`config.mk`:
```
export PLATFORM = sky130hd
export DESIGN_NAME = text_console_cursor_scroll
export DESIGN_NICKNAME = d
export VERILOG_FILES = /design/src/rtl/tccs_pkg.sv /design/src/rtl/tccs_divider.sv /design/src/rtl/text_console_cursor_scroll.sv
export SDC_FILE = /design/constraint.sdc
export NUM_CORES = 1
export LEC_CHECK = 0
export BUFFER_PORTS_ARGS = -buffer_cell sky130_fd_sc_hd__buf_4
export CAP_MARGIN = 40
export CORE_MARGIN = 2
export CORE_UTILIZATION = 63
export CTS_CLUSTER_SIZE = 30
export DETAILED_ROUTE_END_ITERATION = 10
export PLACE_DENSITY_LB_ADDON = 0.25
export SLEW_MARGIN = 30
export SYNTH_ARGS = -nofsm -noshare
export SYNTH_HDL_FRONTEND = slang
export SYNTH_SLANG_ARGS = --single-unit
```
`constraint.sdc`:
```
create_clock -name clk -period 6.6 [get_ports clk]
set_input_delay 1.32 -clock clk [delete_from_list [all_inputs] [get_ports clk]]
set_output_delay 1.32 -clock clk [all_outputs]
set_load 0.005 [all_outputs]
```
`src/rtl/tccs_pkg.sv`:
```
// Shared types and constants for the text console cursor and scrollback engine.
// Used by tccs_divider and text_console_cursor_scroll; depends on nothing.
`default_nettype none

package tccs_pkg;

  // Divider geometry: a 17-bit dividend over an 8-bit divisor, one quotient bit a cycle.
  localparam int DIV_BITS  = 17;
  localparam int DIV_CNT_W = $clog2(DIV_BITS + 1);
  localparam int DVS_W     = 8;

  // Command codes.
  localparam logic [1:0] CMD_PUT   = 2'd0;
  localparam logic [1:0] CMD_NAV   = 2'd1;
  localparam logic [1:0] CMD_CLEAR = 2'd2;

  // Control characters.
  localparam logic [7:0] CHAR_BACKSPACE = 8'd8;
  localparam logic [7:0] CHAR_TAB       = 8'd9;
  localparam logic [7:0] CHAR_NEWLINE   = 8'd10;

  // Navigation keys.
  localparam logic [3:0] KEY_HOME   = 4'd0;
  localparam logic [3:0] KEY_END    = 4'd1;
  localparam logic [3:0] KEY_PGUP   = 4'd2;
  localparam logic [3:0] KEY_PGDN   = 4'd3;
  localparam logic [3:0] KEY_UP     = 4'd4;
  localparam logic [3:0] KEY_DOWN   = 4'd5;
  localparam logic [3:0] KEY_RIGHT  = 4'd6;
  localparam logic [3:0] KEY_LEFT   = 4'd7;
  localparam logic [3:0] KEY_DELETE = 4'd8;

  // Configuration register indexes.
  localparam logic [1:0] REG_SCREEN_WIDTH = 2'd0;
  localparam logic [1:0] REG_TAB_WIDTH    = 2'd1;
  localparam logic [1:0] REG_SCREEN_CELLS = 2'd2;
  localparam logic [1:0] REG_TEXT_ATTR    = 2'd3;

  // Reset values of the configuration registers.
  localparam logic [7:0]  RST_SCREEN_WIDTH = 8'd80;
  localparam logic [7:0]  RST_TAB_WIDTH    = 8'd8;
  localparam logic [15:0] RST_SCREEN_CELLS = 16'd2000;
  localparam logic [7:0]  RST_TEXT_ATTR    = 8'd7;

  typedef struct packed {
    logic                start;
    logic [DIV_BITS-1:0] dividend;
    logic [DVS_W-1:0]    divisor;
  } div_req_t;

  typedef struct packed {
    logic                busy;
    logic                done;
    logic [DIV_BITS-1:0] quotient;
    logic [DVS_W-1:0]    remainder;
  } div_rsp_t;

endpackage

`default_nettype wire

```
`src/rtl/tccs_divider.sv`:
```
// Restoring divider, one quotient bit per cycle, for the console engine.
// Depends on tccs_pkg for its request and response structs.
`default_nettype none

module tccs_divider (
  input  wire                clk,
  input  wire                rst,
  input  wire tccs_pkg::div_req_t req,
  output tccs_pkg::div_rsp_t rsp
);
  import tccs_pkg::*;

  logic [DVS_W-1:0]     rem;
  logic [DIV_BITS-1:0]  quo;
  logic [DVS_W-1:0]     dvs;
  logic [DIV_CNT_W-1:0] cnt;
  logic                 busy;
  logic                 done;

  logic [DVS_W:0]   trial;
  logic             fits;
  logic [DVS_W:0]   diff;

  // The trial remainder never reaches twice the divisor, so one subtract settles a bit.
  assign trial = {rem, quo[DIV_BITS-1]};
  assign fits  = trial >= {1'b0, dvs};
  assign diff  = trial - {1'b0, dvs};

  always_ff @(posedge clk) begin
    if (rst) begin
      busy <= 1'b0;
      done <= 1'b0;
      cnt  <= '0;
    end else begin
      done <= 1'b0;
      if (req.start) begin
        busy <= 1'b1;
        cnt  <= DIV_CNT_W'(DIV_BITS);
      end else if (busy) begin
        cnt <= cnt - 1'b1;
        if (cnt == DIV_CNT_W'(1)) begin
          busy <= 1'b0;
          done <= 1'b1;
        end
      end
    end
  end

  always_ff @(posedge clk) begin
    if (req.start) begin
      rem <= '0;
      quo <= req.dividend;
      dvs <= req.divisor;
    end else if (busy) begin
      rem <= fits ? diff[DVS_W-1:0] : trial[DVS_W-1:0];
      quo <= {quo[DIV_BITS-2:0], fits};
    end
  end

  assign rsp.busy      = busy;
  assign rsp.done      = done;
  assign rsp.quotient  = quo;
  assign rsp.remainder = rem;

endmodule

`default_nettype wire

```
`src/rtl/text_console_cursor_scroll.sv`:
```
// Text console cursor and scrollback engine: top level with sequencer and state.
// Depends on tccs_pkg and the shared divider tccs_divider.
//
//   channel   signals                              direction
//   in        in_valid, in_stall, cmd..nav_key     item in, one beat per command
//   out       out_valid, out_stall, write_enable.. result out, one beat per item
//   cfg       cfg_write, cfg_index, cfg_data       register writes, no handshake
//
// Each item runs the divider for the cursor column and then for its row before
// the result is loaded; newline, tab, home and end first run it for the cursor
// modulo the screen width (the tab width for tab), before the step.
// Reset clears the cursor and view and loads the register defaults.
// A stalled result holds in the output register; the next item may already be
// accepted and waits for it only at its own end.
`default_nettype none

module text_console_cursor_scroll (
  input  wire         clk,
  input  wire         rst,
  input  wire         in_valid,
  output logic        in_stall,
  input  wire  [1:0]  cmd,
  input  wire  [7:0]  char_code,
  input  wire  [3:0]  nav_key,
  output logic        out_valid,
  input  wire         out_stall,
  output logic        write_enable,
  output logic [16:0] write_address,
  output logic [15:0] write_data,
  output logic [15:0] cursor_offset,
  output logic [15:0] view_origin,
  output logic        redraw,
  output logic [7:0]  cursor_column,
  output logic [16:0] cursor_row,
  output logic        clear_all,
  input  wire         cfg_write,
  input  wire  [1:0]  cfg_index,
  input  wire  [15:0] cfg_data
);
  import tccs_pkg::*;

  typedef enum logic [5:0] {
    S_IDLE = 6'b000001,
    S_PRE  = 6'b000010,
    S_STEP = 6'b000100,
    S_FIX  = 6'b001000,
    S_COL  = 6'b010000,
    S_ROW  = 6'b100000
  } state_t;

  state_t state, state_next;

  // Configuration registers.
  logic [7:0]  screen_width;
  logic [7:0]  tab_width;
  logic [15:0] screen_cells;
  logic [7:0]  text_attribute;

  // Architectural state.
  logic [15:0] view_start;
  logic [15:0] cursor_pos;

  // Latched item and partial result.
  logic [1:0]  cmd_r;
  logic [7:0]  code_r;
  logic [3:0]  key_r;
  logic        we_r;
  logic [16:0] waddr_r;
  logic [15:0] wdata_r;
  logic        redraw_r;
  logic        clr_r;
  logic [7:0]  col_r;

  div_req_t div_req;
  div_rsp_t div_rsp;

  logic        in_accept;
  logic        need_pre;
  logic [7:0]  w;
  logic [7:0]  tw;
  logic [15:0] w16;
  logic        out_free;

  tccs_divider u_div (
    .clk (clk),
    .rst (rst),
    .req (div_req),
    .rsp (div_rsp)
  );

  assign w         = (screen_width == 8'd0) ? 8'd1 : screen_width;
  assign tw        = (tab_width == 8'd0) ? 8'd1 : tab_width;
  assign w16       = {8'd0, w};
  assign in_stall  = (state != S_IDLE);
  assign in_accept = in_valid && !in_stall;
  assign out_free  = !out_valid || !out_stall;

  // Newline, tab, home and end need the cursor modulo a width before the step.
  assign need_pre = ((cmd == CMD_PUT) && ((char_code == CHAR_NEWLINE) ||
                                          (char_code == CHAR_TAB))) ||
                    ((cmd == CMD_NAV) && ((nav_key == KEY_HOME) || (nav_key == KEY_END)));

  // ---------------- Step: apply the command ----------------
  logic [15:0] c1, vs1;
  logic        st_we, st_redraw, st_clr;
  logic [16:0] st_waddr;
  logic [15:0] st_wdata;
  logic [15:0] cp1, cm1, rem16;
  logic [7:0]  wdiff;

  assign cp1   = cursor_pos + 16'd1;
  assign cm1   = cursor_pos - 16'd1;
  assign rem16 = {8'd0, div_rsp.remainder};
  assign wdiff = ((code_r == CHAR_TAB) && (cmd_r == CMD_PUT) ? tw : w) - div_rsp.remainder;

  always_comb begin
    c1        = cursor_pos;
    vs1       = view_start;
    st_we     = 1'b0;
    st_waddr  = '0;
    st_wdata  = '0;
    st_redraw = 1'b0;
    st_clr    = 1'b0;
    unique case (cmd_r)
      CMD_PUT: begin
        st_redraw = 1'b1;
        if ((code_r == CHAR_NEWLINE) || (code_r == CHAR_TAB)) begin
          c1 = cursor_pos + {8'd0, wdiff};
        end else if (code_r == CHAR_BACKSPACE) begin
          if (cursor_pos != 16'd0) begin
            c1       = cm1;
            st_we    = 1'b1;
            st_waddr = {1'b0, view_start} + {1'b0, cm1};
            st_wdata = {text_attribute, 8'd0};
          end
        end else begin
          c1       = cp1;
          st_we    = 1'b1;
          st_waddr = {1'b0, view_start} + {1'b0, cursor_pos};
          st_wdata = {text_attribute, code_r};
        end
      end
      CMD_NAV: begin
        unique case (key_r)
          KEY_HOME: c1 = cursor_pos - rem16;
          KEY_END:  c1 = cursor_pos + {8'd0, wdiff} - 16'd1;
          KEY_PGUP: begin
            vs1       = view_start - screen_cells;
            st_redraw = 1'b1;
          end
          KEY_PGDN: begin
            vs1       = view_start + screen_cells;
            st_redraw = 1'b1;
          end
          KEY_UP: begin
            if (cursor_pos < w16) begin
              vs1       = view_start - w16;
              st_redraw = 1'b1;
            end else begin
              c1 = cursor_pos - w16;
            end
          end
          KEY_DOWN: begin
            // A width beyond the screen makes the signed bound negative.
            if ((screen_cells < w16) || (cursor_pos >= screen_cells - w16)) begin
              vs1       = view_start + w16;
              st_redraw = 1'b1;
            end else begin
              c1 = cursor_pos + w16;
            end
          end
          KEY_RIGHT: begin
            if (cp1 >= screen_cells) begin
              vs1       = view_start + w16;
              c1        = cp1 - w16;
              st_redraw = 1'b1;
            end else begin
              c1 = cp1;
            end
          end
          KEY_LEFT: begin
            if (cursor_pos == 16'd0) begin
              vs1       = view_start - w16;
              c1        = w16 - 16'd1;
              st_redraw = 1'b1;
            end else begin
              c1 = cm1;
            end
          end
          KEY_DELETE: begin
            c1        = cp1;
            st_we     = 1'b1;
            st_waddr  = {1'b0, view_start} + {1'b0, cursor_pos};
            st_wdata  = {text_attribute, 8'd0};
            st_redraw = 1'b1;
          end
          default: ;
        endcase
      end
      CMD_CLEAR: begin
        c1        = '0;
        vs1       = '0;
        st_redraw = 1'b1;
        st_clr    = 1'b1;
      end
      default: ;
    endcase
  end

  // ---------------- Fix: scroll after a put, wrap check after navigation ----------------
  logic [15:0] c2, vs2, vs_scr, c_scr, nav_sum;
  logic        fx_redraw;

  assign vs_scr  = view_start + w16;
  assign c_scr   = cursor_pos - w16;
  assign nav_sum = view_start + screen_cells + w16;

  always_comb begin
    c2        = cursor_pos;
    vs2       = view_start;
    fx_redraw = redraw_r;
    if ((cmd_r == CMD_PUT) && (cursor_pos >= screen_cells)) begin
      c2  = c_scr;
      vs2 = ((vs_scr + c_scr) < vs_scr) ? 16'd0 : vs_scr;
    end else if ((cmd_r == CMD_NAV) && (key_r <= KEY_DELETE) && (nav_sum < view_start)) begin
      c2        = '0;
      vs2       = '0;
      fx_redraw = 1'b1;
    end
  end

  // ---------------- Divider requests ----------------
  always_comb begin
    div_req.start    = 1'b0;
    div_req.dividend = {1'b0, cursor_pos};
    div_req.divisor  = w;
    unique case (state)
      S_IDLE: begin
        div_req.start   = in_accept && need_pre;
        div_req.divisor = ((cmd == CMD_PUT) && (char_code == CHAR_TAB)) ? tw : w;
      end
      S_FIX: begin
        div_req.start    = 1'b1;
        div_req.dividend = {1'b0, c2};
      end
      S_COL: begin
        div_req.start    = div_rsp.done;
        div_req.dividend = {1'b0, view_start} + {1'b0, cursor_pos};
      end
      default: ;
    endcase
  end

  // ---------------- Sequencer ----------------
  always_comb begin
    state_next = state;
    unique case (state)
      S_IDLE: if (in_accept) state_next = need_pre ? S_PRE : S_STEP;
      S_PRE:  if (div_rsp.done) state_next = S_STEP;
      S_STEP: state_next = S_FIX;
      S_FIX:  state_next = S_COL;
      S_COL:  if (div_rsp.done) state_next = S_ROW;
      S_ROW:  if (div_rsp.done && out_free) state_next = S_IDLE;
      default: state_next = S_IDLE;
    endcase
  end

  // The row quotient stays in the divider while the result waits for a free slot.
  logic row_ready;
  always_ff @(posedge clk) begin
    if (rst) begin
      row_ready <= 1'b0;
    end else if (state == S_ROW && div_rsp.done && !out_free) begin
      row_ready <= 1'b1;
    end else if (state == S_ROW && row_ready && out_free) begin
      row_ready <= 1'b0;
    end
  end

  logic load_out;
  assign load_out = (state == S_ROW) && (div_rsp.done || row_ready) && out_free;

  always_ff @(posedge clk) begin
    if (rst) begin
      state          <= S_IDLE;
      view_start     <= '0;
      cursor_pos     <= '0;
      out_valid      <= 1'b0;
      screen_width   <= RST_SCREEN_WIDTH;
      tab_width      <= RST_TAB_WIDTH;
      screen_cells   <= RST_SCREEN_CELLS;
      text_attribute <= RST_TEXT_ATTR;
    end else begin
      state <= (state == S_ROW && row_ready && out_free) ? S_IDLE : state_next;
      if (cfg_write) begin
        unique case (cfg_index)
          REG_SCREEN_WIDTH: screen_width   <= cfg_data[7:0];
          REG_TAB_WIDTH:    tab_width      <= cfg_data[7:0];
          REG_SCREEN_CELLS: screen_cells   <= cfg_data;
          REG_TEXT_ATTR:    text_attribute <= cfg_data[7:0];
          default: ;
        endcase
      end
      if (state == S_STEP) begin
        cursor_pos <= c1;
        view_start <= vs1;
      end else if (state == S_FIX) begin
        cursor_pos <= c2;
        view_start <= vs2;
      end
      if (load_out) begin
        out_valid <= 1'b1;
      end else if (!out_stall) begin
        out_valid <= 1'b0;
      end
    end
  end

  always_ff @(posedge clk) begin
    if (in_accept) begin
      cmd_r  <= cmd;
      code_r <= char_code;
      key_r  <= nav_key;
    end
    if (state == S_STEP) begin
      we_r     <= st_we;
      waddr_r  <= st_waddr;
      wdata_r  <= st_wdata;
      redraw_r <= st_redraw;
      clr_r    <= st_clr;
    end
    if (state == S_FIX) begin
      redraw_r <= fx_redraw;
    end
    if ((state == S_COL) && div_rsp.done) begin
      col_r <= div_rsp.remainder;
    end
    if (load_out) begin
      write_enable  <= we_r;
      write_address <= waddr_r;
      write_data    <= wdata_r;
      cursor_offset <= cursor_pos;
      view_origin   <= view_start;
      redraw        <= redraw_r;
      cursor_column <= col_r;
      cursor_row    <= div_rsp.quotient;
      clear_all     <= clr_r;
    end
  end

  // ---------------- Assertions ----------------
  a_div_free: assert property (@(posedge clk) disable iff (rst)
    div_req.start |-> !div_rsp.busy)
    else $error("divider started while busy");

  a_accept_blocks: assert property (@(posedge clk) disable iff (rst)
    in_accept |=> in_stall)
    else $error("input not blocked after a beat was taken");

  a_clear_result: assert property (@(posedge clk) disable iff (rst)
    (out_valid && clear_all) |-> (cursor_offset == 16'd0 && view_origin == 16'd0 && redraw))
    else $error("clear result does not show a reset cursor and view");

  a_load_from_row: assert property (@(posedge clk) disable iff (rst)
    $rose(out_valid) |-> $past(state == S_ROW))
    else $error("result loaded outside the row phase");

endmodule

`default_nettype wire
```
==> summary.md <==
| Metric | Value |
|---|---|
| Root Buffer | clkbuf_16 |
| Worst vdd ir | roughly 0.32 mV |
| Largest net degree at the start of global routing | 67 |
| Clock buffer depth | 3 |
| Worst slew pin tran | ~0.95 ns |
| Crit-path slowest cell | xnor2_1 |
| Setup TNS | 0 ns |
| Max incr delay on CP | 0.46 ns |
| EDFF count, synth | 176 |
| Worst Path Arrival | about 6.7 ns |
| Avg Inst Size Synth | 8.67 um2 |
| Final worst slack | roughly 0.29 ns |
| Seq/Total Area, Yosys | a little under a third |
| Die area | around 38,000 um2 |
| Fin crit share | 95.6% |
| Crit path capture type | register |
| WP buf/inv | 3 |
| Worst-Skew Late Latency | around 0.61 ns |
| RD Place Congestion | between 1 and 1.5 |
| Die width | slightly below 200 um |
| Worst Setup Start Kind | register |
| Leak | between 10 and 15 nW |
| Final setup viols | 0 |
| R2r setup slk | 0.29 ns |
| Clock-pin slew on the worst setup and hold paths | roughly 0.07 ns |
| Critical path depth in cells | 28 |
| Hold Slack | 0.418 ns |
| Grt total ovfl | 0 |
| Total CTS buffers | 29 |
| Initial antenna violation count | 5 |
| Drt pass-1 iters | 6 |
| Synth Area in Simple Gates | ~17% |
| Port Buffers | about 130 |
| Via/cell ratio | ~7 |
| Reg2Reg Depth | 28 |
| CTS tree | built |
| Xor-xnor portion of the synthesized cell area | 7.62% |
| Reg2reg end | view_start[14] |
| Final routed DRC violation total | 0 |
| Vias in the first global route | between 20,000 and 25,000 |
| PD cells | 402 nW/um2 |
| Multiplexer share of the synthesized area | approximately 1.6% |
| Crit path from | screen_width[2] |
| Dpl ws | approximately 0.17 ns |
| Starting DRT DRC Count | between 3,000 and 4,000 |
| Worst slew margin | between 30% and 40% |
| Final Hold Violating Endpoints | 0 |
| Post-synthesis compound-gate area fraction | a little under a quarter |
| Top Ports | between 100 and 150 |
| Clock sink count | roughly 270 |
| Total GRT Usage | between 40 and 50% |
| Detail Placement HPWL | slightly below 70,000 um |
| FFs w/ async S/R, synth | 0% |
| Most frequent cells in the layout | ha_1, buf_4, nand2_1 |
| DR vias | around 23,000 |
| Syn nets | just under 3,000 |
| Cell Area, Synth | between 20,000 and 25,000 um2 |
| Routed length per instance | 28.0 um |
| Highest clock rate | ~160 MHz |
| H-Tree Depth | 1 |
| RR Startpoint | screen_width[2] |
| Max-slew violation count | 0 |
| Fraction of layout cells with a size suffix above 1 | about an eighth |
| Critical Path RT | 7.02 ns |
| Synth Flop Type | edfxtp_1 |
| First-pass GRT wire length | about 140,000 um |
| Synth cell types | 88 |
| Synthesized instance count | about 2,600 |
| HP Class | register to register |
| Row count | between 60 and 70 |
| Capture point of the worst path | view_start[14] |
| Initial Utilization | around 64% |
| Die H | around 190 um |
| Synth warnings | 0 |
| Final nets | approximately 3,100 |
| Total wire length | 91,900 um |
| Final Skew | 0.0346 ns |
| Adder-Cell Fraction of Synth Area | between 10 and 15% |
| Worst Min Path Start | col_r[1] |
| Max Fanout on Critical Path | 5 |
| Core box area | approximately 36,000 um2 |
| Final ANT Viol Nets | 0 |
| Maxcap violations | 0 |
| Tmin final | approximately 6.3 ns |
| Largest family of logic cells by synthesized area | compound AO/OA/AOI/OAI gates |
| FF+latch count, synth | between 200 and 300 |
| Top delay family on crit path | simple AND/OR/NAND/NOR gates |
| Crit Path Class | register to register |
| Status | finished, final reports clean |
| Area grow syn2layout | 13.8% |
| Commonest non-fill, non-tap cell in the layout | ha_1 |
[report_power, final]
part | total, mW | switching, mW | leakage, nW | internal, mW
Combinational | 6.50 | 4.12 | 7.88 | 2.38
Sequential | 2.17 | 0.205 | 2.38 | 1.96
Clock | 1.79 | 0.755 | 0.488 | 1.04
[registers in the layout, summed over array words and instances, names as in the netlist, 16 cells and up]
name           flops
cursor_pos        16
wdata_r           16
view_start        16
view_origin       16
write_data        16
u_div.quo         17
waddr_r           17
screen_cells      16
cursor_offset     16
cursor_row        17
write_address     17
[per-stage QoR]
stage                     area (um2)  utilization (%)  total power [mW]  instances
after global placement         24800             69.4              7.96       3217
final                          26000             72.9              10.5       3287
after floorplan                22900                -              6.33       2635
after CTS                      25800             72.5              10.1       3273
after detailed placement       24800             69.5              8.22       3219
after global routing           26000             72.9              10.9       3284
[repair_timing]
action | 4_1_cts | 5_1_grt
buffers inserted | 0 | 3
gates resized for setup | 0 | 17
hold buffers | 0 | 0
endpoints found under the setup margin | 0 | 33
[final cells by class]
class | instances | area, um2
multi-input cells | 2106 | 14800
fillers | 2572 | 9650
flip-flops and latches | 271 | 7190
repair buffers | 239 | 1830
clock buffers | 33 | 762
well taps | 461 | 577
inverters | 152 | 571
clock inverters | 21 | 277
diodes | 4 | 10.0
[layer usage]
metal | wire (um) | part of all wire [%] | up-vias | track usage, %
met1 | 33300 | 36 | 10800 | 60.0
met5 | 24 | 0.026 | - | 0
met4 | 7360 | 8.0 | 4 | 29.8
met3 | 13700 | 15 | 512 | 14.9
met2 | 37500 | 41 | 2065 | 69.8
li1 | - | - | 10100 | -
[kinds of logic (layout without fill, tap and decap cells)]
kind of cell / Yosys count / count (layout)
compound gates: 806 / 806
simple gates: 806 / 806
flops: 271 / 271
fa+ha+maj: 259 / 259
buf+inv: 258 / 445
xor+xnor: 199 / 199
mux: 36 / 36
other cells: 0 / 4
[synth_stat cells, drive strengths merged (55+ instances only)]
cell type | n | area (um2)
nand2 | 213 | 800
nor2 | 212 | 801
nand3 | 67 | 335
edfxtp | 176 | 5290
clkbuf | 84 | 315
xnor2 | 144 | 1260
ha | 245 | 3070
xor2 | 55 | 482
inv | 149 | 559
o21ai | 179 | 896
nor3 | 74 | 370
a21oi | 201 | 1010
dfxtp | 95 | 1900
[worst min path at each step]
stage | end | slack [ns] | cells past startpoint
3_5_place_dp | cursor_column[1] | 0.40 | 0
5_1_grt | cursor_column[5] | 0.42 | 0
3_3_place_gp | write_address[14] | 0.40 | 0
6_report | cursor_column[1] | 0.42 | 0
4_1_cts | cursor_column[1] | 0.42 | 0
2_1_floorplan | clear_all | 0.40 | 0
No activity file was read; power rests on OpenSTA's default activity.
